<file path="src/rtl/mei_pkg.sv">
// ============================================================================
// mei_pkg: shared types and constants of the modular exponentiation unit
// Holds the operation codes, the modulus reset value and the status bundle
// that the shared modular multiplier reports to the sequencer.
// ============================================================================
package mei_pkg;

    // Operation codes carried in the request's tuser bit.
    localparam logic CMD_POWER   = 1'b0;
    localparam logic CMD_INVERSE = 1'b1;

    // Modulus after reset: the Mersenne prime 2^61 - 1, cut to the element width.
    localparam logic [63:0] MOD_RESET = 64'h1FFF_FFFF_FFFF_FFFF;

    // Status of the shared modular multiplier.
    typedef struct packed {
        logic busy;   // a product is being formed
        logic done;   // one-cycle pulse: product is valid
    } mm_status_t;

endpackage

</file>
<file path="src/rtl/mei_mod_mul.sv">
// ============================================================================
// mei_mod_mul: iterative modular multiplier
// Forms (x * y) mod m by MSB-first shift and add, one multiplier bit per
// cycle, with both reductions folded into one compare-and-select stage.
// ============================================================================
module mei_mod_mul #(
    parameter int ELEMENT_WIDTH = 64
) (
    input  logic                     clk,
    input  logic                     rst_n,
    input  logic                     start,
    input  logic [ELEMENT_WIDTH-1:0] x,
    input  logic [ELEMENT_WIDTH-1:0] y,
    input  logic [ELEMENT_WIDTH-1:0] m,
    output logic [ELEMENT_WIDTH-1:0] product,
    output mei_pkg::mm_status_t      status
);
    import mei_pkg::*;

    localparam int W     = ELEMENT_WIDTH;
    localparam int CNT_W = $clog2(W);

    logic [W-1:0]     acc_reg, acc_next;
    logic [W-1:0]     x_reg;
    logic [W-1:0]     y_reg;
    logic [CNT_W-1:0] cnt_reg;
    logic             busy_reg;
    logic             done_reg;

    logic [W+1:0] sum;
    logic [W+1:0] mod1;
    logic [W+1:0] mod2;
    logic [W+1:0] diff1;
    logic [W+1:0] diff2;

    // The operands stay below m, so 2*acc + x stays below 3m and at most
    // two multiples of m have to come off.
    always_comb
    begin
        mod1     = {2'b00, m};
        mod2     = {1'b0, m, 1'b0};
        sum      = {1'b0, acc_reg, 1'b0} + (y_reg[W-1] ? {2'b00, x_reg} : '0);
        diff1    = sum - mod1;
        diff2    = sum - mod2;
        if (sum >= mod2)
        begin
            acc_next = diff2[W-1:0];
        end
        else if (sum >= mod1)
        begin
            acc_next = diff1[W-1:0];
        end
        else
        begin
            acc_next = sum[W-1:0];
        end
    end

    always_ff @(posedge clk or negedge rst_n)
    begin
        if (!rst_n)
        begin
            busy_reg <= 1'b0;
            done_reg <= 1'b0;
            cnt_reg  <= '0;
        end
        else if (start)
        begin
            busy_reg <= 1'b1;
            done_reg <= 1'b0;
            cnt_reg  <= CNT_W'(W - 1);
        end
        else if (busy_reg)
        begin
            cnt_reg <= cnt_reg - 1'b1;
            if (cnt_reg == '0)
            begin
                busy_reg <= 1'b0;
                done_reg <= 1'b1;
            end
        end
        else
        begin
            done_reg <= 1'b0;
        end
    end

    always_ff @(posedge clk)
    begin
        if (start)
        begin
            acc_reg <= '0;
            x_reg   <= x;
            y_reg   <= y;
        end
        else if (busy_reg)
        begin
            acc_reg <= acc_next;
            y_reg   <= {y_reg[W-2:0], 1'b0};
        end
    end

    assign product     = acc_reg;
    assign status.busy = busy_reg;
    assign status.done = done_reg;

`ifndef SYNTHESIS
    // A new product is never started over one that is still being formed.
    a_no_restart: assert property (@(posedge clk) disable iff (!rst_n)
        start |-> !busy_reg)
        else $error("modular multiplier restarted while busy");

    // Completion follows a busy cycle.
    a_done_after_busy: assert property (@(posedge clk) disable iff (!rst_n)
        done_reg |-> $past(busy_reg))
        else $error("modular multiplier done without work");

    // A finished product is fully reduced.
    a_reduced: assert property (@(posedge clk) disable iff (!rst_n)
        done_reg |-> (acc_reg < m))
        else $error("modular product not reduced");
`endif

endmodule

</file>
<file path="src/rtl/modular_exponentiation_inverse_unit.sv">
// ============================================================================
// modular_exponentiation_inverse_unit: modular power and Fermat inverse
// Raises an element to an exponent modulo a configured modulus, or to the
// modulus minus two to form the inverse in a prime field.
// ============================================================================
//
// Each request carries a base, an exponent and a one-bit command; each gives
// exactly one result, base to the exponent modulo the modulus register. With
// the inverse command the exponent is replaced by the modulus minus two (taken
// within ELEMENT_WIDTH bits), which is the multiplicative inverse when the
// modulus is prime. A zero exponent gives exactly 1, and otherwise a modulus
// of zero or one gives 0. The work is right-to-left square and multiply, and
// every product goes through one shared shift-and-add modular multiplier that
// handles one multiplier bit per clock. A request first reduces the base (one
// product time), then for each exponent bit below the highest set one spends a
// square, plus a multiply when the bit is set; the highest set bit spends only
// a multiply. A zero exponent or a modulus below two skips the multiplier and
// goes straight to the result.
// The unit takes one request at a time: s_tready is high only while it is
// idle. A finished result waits in the output register, so the next request
// may be taken before the previous result has been read. The modulus is
// written through cfg_we and cfg_wdata and must only change while idle.
//
module modular_exponentiation_inverse_unit #(
    parameter int ELEMENT_WIDTH = 64
) (
    input  logic                                          clk,
    input  logic                                          rst_n,
    // Configuration: modulus register.
    input  logic                                          cfg_we,
    input  logic [ELEMENT_WIDTH-1:0]                      cfg_wdata,
    // Request channel.
    input  logic                                          s_tvalid,
    output logic                                          s_tready,
    // s_tdata fields from bit 0: base, exponent, zero padding to whole bytes.
    input  logic [((2*ELEMENT_WIDTH+7)/8)*8-1:0]          s_tdata,
    // s_tuser fields from bit 0: cmd.
    input  logic                                          s_tuser,
    // Result channel.
    output logic                                          m_tvalid,
    input  logic                                          m_tready,
    // m_tdata fields from bit 0: result, zero padding to whole bytes.
    output logic [((ELEMENT_WIDTH+7)/8)*8-1:0]            m_tdata
);
    import mei_pkg::*;

    localparam int W      = ELEMENT_WIDTH;
    localparam int OUT_DW = ((W + 7) / 8) * 8;

    // Sequencer states.
    localparam logic [2:0] S_IDLE  = 3'd0;
    localparam logic [2:0] S_RED   = 3'd1;  // base reduction
    localparam logic [2:0] S_CHECK = 3'd2;  // look at the next exponent bit
    localparam logic [2:0] S_MUL   = 3'd3;  // accumulator times square
    localparam logic [2:0] S_SQR   = 3'd4;  // square the running power
    localparam logic [2:0] S_DONE  = 3'd5;  // hand the result to the output

    logic [2:0]   state_reg, state_next;
    logic [W-1:0] mod_reg;
    logic [W-1:0] exp_reg, exp_next;
    logic [W-1:0] acc_reg, acc_next;
    logic [W-1:0] sq_reg, sq_next;
    logic [W-1:0] res_reg;
    logic         out_valid_reg;

    logic         s_accept;
    logic         out_load;
    logic         in_cmd;
    logic [W-1:0] in_base;
    logic [W-1:0] in_exp;

    logic         mm_start;
    logic [W-1:0] mm_x;
    logic [W-1:0] mm_y;
    logic [W-1:0] mm_product;
    mm_status_t   mm_status;

    assign s_tready = (state_reg == S_IDLE);
    assign s_accept = s_tvalid && s_tready;
    assign in_cmd   = s_tuser;
    assign in_base  = s_tdata[W-1:0];
    // The inverse uses modulus minus two, wrapping within the element width.
    assign in_exp   = (in_cmd == CMD_INVERSE) ? (mod_reg - W'(2)) : s_tdata[2*W-1:W];
    assign out_load = (state_reg == S_DONE) && (!out_valid_reg || m_tready);

    mei_mod_mul #(
        .ELEMENT_WIDTH (W)
    ) u_mod_mul (
        .clk     (clk),
        .rst_n   (rst_n),
        .start   (mm_start),
        .x       (mm_x),
        .y       (mm_y),
        .m       (mod_reg),
        .product (mm_product),
        .status  (mm_status)
    );

    // Sequencer: decides which product the shared multiplier forms next.
    always_comb
    begin
        state_next = state_reg;
        exp_next   = exp_reg;
        acc_next   = acc_reg;
        sq_next    = sq_reg;
        mm_start   = 1'b0;
        mm_x       = sq_reg;
        mm_y       = sq_reg;

        unique case (state_reg)
            S_IDLE:
            begin
                if (s_accept)
                begin
                    exp_next = in_exp;
                    if (in_exp == '0)
                    begin
                        // Zero exponent gives one, whatever the modulus.
                        acc_next   = W'(1);
                        state_next = S_DONE;
                    end
                    else if (mod_reg < W'(2))
                    begin
                        // No field to work in: every reduced value is zero.
                        acc_next   = '0;
                        state_next = S_DONE;
                    end
                    else
                    begin
                        // Reducing the base is a product with one.
                        acc_next   = W'(1);
                        mm_start   = 1'b1;
                        mm_x       = W'(1);
                        mm_y       = in_base;
                        state_next = S_RED;
                    end
                end
            end

            S_RED:
            begin
                if (mm_status.done)
                begin
                    sq_next    = mm_product;
                    state_next = S_CHECK;
                end
            end

            S_CHECK:
            begin
                mm_start = 1'b1;
                if (exp_reg[0])
                begin
                    mm_x       = acc_reg;
                    state_next = S_MUL;
                end
                else
                begin
                    state_next = S_SQR;
                end
            end

            S_MUL:
            begin
                if (mm_status.done)
                begin
                    acc_next = mm_product;
                    if (exp_reg[W-1:1] == '0)
                    begin
                        // Highest set bit used: the last square is not needed.
                        state_next = S_DONE;
                    end
                    else
                    begin
                        mm_start   = 1'b1;
                        state_next = S_SQR;
                    end
                end
            end

            S_SQR:
            begin
                if (mm_status.done)
                begin
                    sq_next    = mm_product;
                    exp_next   = {1'b0, exp_reg[W-1:1]};
                    state_next = (exp_reg[W-1:1] == '0) ? S_DONE : S_CHECK;
                end
            end

            S_DONE:
            begin
                if (out_load)
                begin
                    state_next = S_IDLE;
                end
            end

            default:
            begin
                state_next = S_IDLE;
            end
        endcase
    end

    always_ff @(posedge clk or negedge rst_n)
    begin
        if (!rst_n)
        begin
            state_reg     <= S_IDLE;
            out_valid_reg <= 1'b0;
            mod_reg       <= MOD_RESET[W-1:0];
        end
        else
        begin
            state_reg <= state_next;
            if (cfg_we)
            begin
                mod_reg <= cfg_wdata;
            end
            if (out_load)
            begin
                out_valid_reg <= 1'b1;
            end
            else if (m_tready)
            begin
                out_valid_reg <= 1'b0;
            end
        end
    end

    always_ff @(posedge clk)
    begin
        exp_reg <= exp_next;
        acc_reg <= acc_next;
        sq_reg  <= sq_next;
        if (out_load)
        begin
            res_reg <= acc_reg;
        end
    end

    assign m_tvalid = out_valid_reg;
    assign m_tdata  = OUT_DW'(res_reg);

`ifndef SYNTHESIS
    // The multiplier is idle whenever a new request can be taken.
    a_idle_unit: assert property (@(posedge clk) disable iff (!rst_n)
        s_tready |-> !mm_status.busy)
        else $error("request taken while the multiplier is busy");

    // A result appears only after the sequencer has reached its last state.
    a_result_source: assert property (@(posedge clk) disable iff (!rst_n)
        $rose(m_tvalid) |-> ($past(state_reg) == S_DONE))
        else $error("result raised outside the completion state");

    // Accumulator and running square stay reduced between exponent bits.
    a_operands_reduced: assert property (@(posedge clk) disable iff (!rst_n)
        (state_reg == S_CHECK) |-> ((acc_reg < mod_reg) && (sq_reg < mod_reg)))
        else $error("exponentiation operands not reduced");

    // The multiplier only finishes while a product is awaited.
    a_done_expected: assert property (@(posedge clk) disable iff (!rst_n)
        mm_status.done |-> ((state_reg == S_RED) || (state_reg == S_MUL) ||
                            (state_reg == S_SQR)))
        else $error("unexpected product completion");
`endif

endmodule
</file>
<file path="config.mk">
export PLATFORM = sky130hd
export DESIGN_NAME = modular_exponentiation_inverse_unit
export DESIGN_NICKNAME = d
export VERILOG_FILES = /design/src/rtl/mei_pkg.sv /design/src/rtl/mei_mod_mul.sv /design/src/rtl/modular_exponentiation_inverse_unit.sv
export SDC_FILE = /design/constraint.sdc
export NUM_CORES = 1
export LEC_CHECK = 0
export BUFFER_PORTS_ARGS = -buffer_cell sky130_fd_sc_hd__clkbuf_2
export CORE_MARGIN = 1.5
export CORE_UTILIZATION = 59
export DETAILED_ROUTE_END_ITERATION = 8
export PLACE_DENSITY = 0.78
export SYNTH_ARGS = -nofsm -noshare
export SYNTH_HDL_FRONTEND = slang
export SYNTH_SLANG_ARGS = --single-unit
</file>
<file path="constraint.sdc">
create_clock -name clk -period 7.14 [get_ports clk]
set_input_delay 0.714 -clock clk [delete_from_list [all_inputs] [get_ports clk]]
set_output_delay 0.714 -clock clk [all_outputs]
set_load 0.03 [all_outputs]
</file>
== After elaboration in Yosys (flattened, before gate mapping) ==
Index checks and enable logic that the tools add are counted.

* Bits in registers: 524
* Input port bits: 198
* Output and inout port bits: 66
* Word-level logic and storage cells: 99

* $add $sub $neg: 5
* Order comparisons: 3
* Equal/unequal tests: 11
* Muxes and demuxes: 50
* Reductions and logical operators: 17

{| class="wikitable"
|+ Operators with widths
! kind !! number
|-
| 64-bit 2-to-1 mux || 18
|-
| 64-bit one-hot mux with 2 select lines || 3
|-
| 64-bit subtractor || 2
|-
| 65-bit by 64-bit adder with 66-bit output || 1
|-
| 66-bit by 64-bit greater-or-equal comparator with 1-bit output || 1
|-
| 66-bit by 65-bit greater-or-equal comparator with 1-bit output || 1
|-
| 64-bit zero test || 1
|-
| 64-bit by 2-bit < comparator with 1-bit output (second input constant) || 1
|-
| 64-bit by 2-bit subtractor with 64-bit output (second input constant) || 1
|-
| 63-bit zero test || 1
|-
| 3-bit 2-to-1 mux || 9
|-
| 3-bit one-hot mux with 6 select lines || 1
|-
| 1-bit 2-to-1 mux || 16
|-
| 6-bit 2-to-1 mux || 2
|-
| 2-bit by 1-bit inequality test with 1-bit output (second input constant) || 4
|-
| 2-bit nonzero test || 4
|-
| 3-bit by 2-bit equality test with 1-bit output (second input constant) || 2
|-
| 3-bit equality test (second input constant) || 2
|-
| 6-bit zero test || 1
|-
| 3-bit AND reduction || 2
|-
| 6-bit by 1-bit subtractor with 6-bit output (second input constant) || 1
|-
| 5-bit AND reduction || 1
|-
| 3-bit by 1-bit equality test with 1-bit output (second input constant) || 1
|-
| 3-bit zero test || 1
|-
| other kinds (8) || 9
|}

== Logic depth before layout (Yosys ltp) ==
* Word-level depth: 7
* Depth in mapped cells: 31
* Mapped depth without buffers: 25

== Modules after synthesis ==
A second synthesis with hierarchy kept.

* Cell total of the unflattened synthesis: 3787
* Area, all modules: 36550.1 um^2

{| class="wikitable"
|+ Modules (own cells, without submodules)
! module !! instances !! cells each !! area each (um^2) !! sequential area each (um^2)
|-
| mei_mod_mul || 1 || 2439 || 20390.8 || 5325.1
|-
| modular_exponentiation_inverse_unit || 1 || 1348 || 16159.2 || 9465.3
|}

== Worst setup path after synthesis ==
No wires, ideal clock.

* Path kind: flip-flop to flip-flop
* Start: register u_mod_mul.y_reg[63]
* End: register u_mod_mul.acc_reg[45], in the netlist u_mod_mul.product[45]
* Library setup time: 0.176 ns
* Arrival time: 6.289 ns
* Required time: 6.964 ns
* Setup slack: 0.675 ns
* Cell stages (with the launch flop): 25
* Path buffers: 5
* Period minus slack after synthesis: 6.465 ns
* Cell sequence: edfxtp_1 -> clkbuf_1 -> clkbuf_1 -> and2_1 -> ha_1 -> clkbuf_1 -> nand4_1 -> or3_1 -> or4_1 -> a211oi_1 -> nor3_1 -> xnor2_1 -> ha_1 -> clkbuf_1 -> nand2_1 -> o21ai_0 -> a2111oi_0 -> nor3_1 -> or4b_2 -> a2111oi_2 -> nand2_1 -> clkbuf_1 -> or3_1 -> o2111ai_1 -> a21oi_1

* Word-level cells in the longest chain between the ends: 5
* Elaborated cells between the ends (all ways): 8
* Those cells by class: add/sub: 3; order compare: 2; mux: 3

{| class="wikitable"
|+ RTL lines
! item !! RTL line !! text
|-
| from (decl) || mei_mod_mul.sv:25 || <nowiki>logic [W-1:0] y_reg;</nowiki>
|-
| from (signal assigned) || mei_mod_mul.sv:94 || <nowiki>y_reg <= y;</nowiki>
|-
| from (signal assigned) || mei_mod_mul.sv:99 || <nowiki>y_reg <= {y_reg[W-2:0], 1'b0};</nowiki>
|-
| 64-bit 2-to-1 mux * || mei_mod_mul.sv:42 || <nowiki>sum = {1'b0, acc_reg, 1'b0} + (y_reg[W-1] ? {2'b00, x_reg} : '0);</nowiki>
|-
| 65-bit by 64-bit adder with 66-bit output * || mei_mod_mul.sv:42 ||
|-
| 64-bit subtractor or 66-bit by 64-bit greater-or-equal comparator with 1-bit output (tied branches) || mei_mod_mul.sv:43, mei_mod_mul.sv:49 ||
|-
| 64-bit 2-to-1 mux || mei_mod_mul.sv:49 || <nowiki>else if (sum >= mod1)</nowiki>
|-
| 64-bit 2-to-1 mux * || mei_mod_mul.sv:45 || <nowiki>if (sum >= mod2)</nowiki>
|-
| to (signal assigned) || mei_mod_mul.sv:98 || <nowiki>acc_reg <= acc_next;</nowiki>
|-
| to (decl) || mei_mod_mul.sv:23 || <nowiki>logic [W-1:0] acc_reg, acc_next;</nowiki>
|}

Every way passes the cells marked *; elsewhere a longest branch is shown, timed or not.
A chain may end at the register's enable or synchronous reset.

== Final worst setup path ==
* Start: register u_mod_mul.y_reg[63]
* End: register u_mod_mul.acc_reg[62], in the netlist u_mod_mul.product[62]

The elaborated chain is that of the path after synthesis.

==> metrics.cfg <==
[global_route]
grt_pass1_wl_mm=174
first_global_vias=29800
grt_max_degree=79
grt_util_all_layers_pct=36.4
grt-ovfl-total=0
antenna_found_initial=1

[finish]
final_nets=4470
final_cell_mix=edfxtp_1 (384), nand2_1 (382), a21oi_1 (353), o21ai_0 (318), nor2_1 (281)
stdcell_count=4894
drive_above_1_share_pct=14.4
area_growth_pct=11.3
final_common_cell=edfxtp_1
diodes=0
num-fill-cells=4881

[sta]
finalCriticalPeriod_ns=6.84
slew_violations=0
max_freq_ghz=0.146
fin_skew_ns=0.0228
relSlewSlack_pct=19.5
tightest_slew_ns=1.20
hold_viol_final=0
setup_viol=0
period_share_pct=95.8

[critical_path]
rr_worst_depth=26
cp_top_family=simple AND/OR/NAND/NOR gates
endpoint_kind=flop
crit_path_max_incr_delay_ns=0.66
reg2reg_from=u_mod_mul.y_reg[63]
crit_type=reg -> reg
worst-path-buf-inv=5
slowest_stage=nor3_1
required_ns=7.68
r2r_end=u_mod_mul.product[62]
cp.depth=26
arrival_ns=7.38
startpoint_type=flop
reg2reg_slack_ns=0.30
path_max_fanout=64

[drt]
via_count=32000
ant_nets=0
dr.pass1.iters=6
finalWirelength_mm=117
routedWlPerCell_um=23.8
via_per_inst=6.54
drc=0
drt_iter0_drc=3229

[logic_synthesis]
syn-num-nets=4291
async_reset_ff_share_pct=14.5
yosysSeqAreaShare_pct=41.5
yosysWarningCount=0
syn_area_um2=35700
yosys_most_used_dff=edfxtp_1
netlist_instances=3896
synth-edff-count=384
synth_top_cell_area_share_pct=32.3
ys_seq_elements=524
yosys.area.top_type=edfxtp_1
syn_avg_cell_area_um2=9.15
ys_types=92
synth_area_leaders=edfxtp_1 (32%), ha_1 (6.8%), a21oi_1 (5.0%)

[job]
drv_cap=0

[clock_tree]
cts_max_path_buffers=3
numCtsBuffers=55
htreeDepth=2
cts.reportedPaths.clkPinSlew_ns=0.06
clock_latency_ns=0.64
tritoncts=built
cts_sinks=524
root_buffer=clkbuf_16

[die]
num_rows=89
coreArea_um2=59400
ios=264
dieHeight_um=249
die_area_um2=61900
die_x_um=249
start_util_pct=60.1

[place]
port-buffer-count=263
dpl.cell_count=4788
gp_congestion=1.06
dpl.hpwl_mm=89.2

[outcome]
status=completed

[worst_hold_path]
hold_depth=3
min-delay-start=cfg_wdata[55]
hp-class=in -> reg
min_to=mod_reg[55]

==> metrics by stage <==
stage	utilization (%)	setup TNS, ns	setup WS (ns)	cell area [um2]	hold WS [ns]
after floorplan	-	0	0.675	35700	0.418
after global placement	63.6	0	0.135	37800	0.432
after detailed placement	63.6	0	0.0409	37800	0.437
after CTS	66.7	0	0.169	39600	0.284
after global routing	66.8	-0.0291	-0.0264	39700	0.305
final	66.8	0	0.301	39700	0.297
==> kinds of logic (layout without fill, tap and decap cells) <==
logic type	after synthesis	in the layout	share of synthesized area, %
compound gates	1213	1213	21.5
xor+xnor	216	216	5.31
fa+ha+maj	197	197	6.98
buf+inv	359	583	4.08
flops	524	524	41.5
mux	113	113	3.26
simple gates	1274	1275	17.4
==> worst register-to-register path, delay by kind of cell (launching register included) <==
| kind | cells | cell delay (ns) |
|---|---|---|
| xor gates and xnor gates | 1 | 0.07 |
| buffers and inverters | 5 | 0.82 |
| and+or+nand+nor | 10 | 2.93 |
| DFF | 1 | 0.38 |
| AOI/OAI and AO/OA | 7 | 1.52 |
| adders and majority gates | 3 | 1.04 |
==> cells in the mapped netlist, drive strengths merged, types with 9 or more instances <==
library cell	instances
a22o	64
o211a	9
nor3	97
mux2i	88
o21bai	39
nor2	284
and3	83
mux2	25
or2	12
or3	22
a211oi	60
dfrtp	15
xor2	75
nand2b	14
xnor2	141
a21boi	12
nand2	385
a21oi	354
a21o	98
o21ai	321
or4	24
a2111oi	10
nand4	79
edfxtp	384
buf	41
a31oi	55
o211ai	31
nor4	58
nand3	85
ha	194
o31ai	24
dfstp	61
inv	131
clkbuf	186
dfxtp	64
a311oi	9
o22ai	12
o21a	26
and2	81
a31o	12
nor2b	25
==> worst max path at each step <==
stage,endpoint,start,slack (ns)
3_5_place_dp,u_mod_mul.product[58],u_mod_mul.y_reg[63],0.04
3_3_place_gp,u_mod_mul.product[61],u_mod_mul.y_reg[63],0.13
5_1_grt,u_mod_mul.product[62],u_mod_mul.y_reg[63],-0.03
6_report,u_mod_mul.product[62],u_mod_mul.y_reg[63],0.30
2_1_floorplan,u_mod_mul.product[45],u_mod_mul.y_reg[63],0.68
4_1_cts,u_mod_mul.product[62],u_mod_mul.y_reg[63],0.17
==> timing repair <==
action / CTS / global route
setup endpoints to repair: 3 / 61
pin swaps: 0 / 1
gates resized for setup: 1 / 9
cloned: 0 / 1
buffers inserted: 0 / 1
hold buffers: 1 / 0
hold endpoints to repair: 12 / 0
==> per-layer routing <==
layer,share of wire [%],GRT usage [%],up-vias
li1,-,-,14900
met1,40,46.8,15400
met2,48,60.9,1438
met3,7.9,5.79,298
met4,4.9,15.8,2
met5,0.011,0,-
==> final cells by class <==
cell class / instances / area [um2] / share of cell area (%)
multi-input combinational: 3014 / 19500 / 49.2
sequential: 524 / 14800 / 37.3
timing repair buffer: 348 / 2040 / 5.14
clock buffer: 68 / 1470 / 3.69
tap: 773 / 967 / 2.44
inverter: 132 / 498 / 1.26
clock inverter: 35 / 374 / 0.943
Power is left out: the tool's default activity adds up to more than one toggle a clock period on the data nets, which glitch-free logic cannot reach.
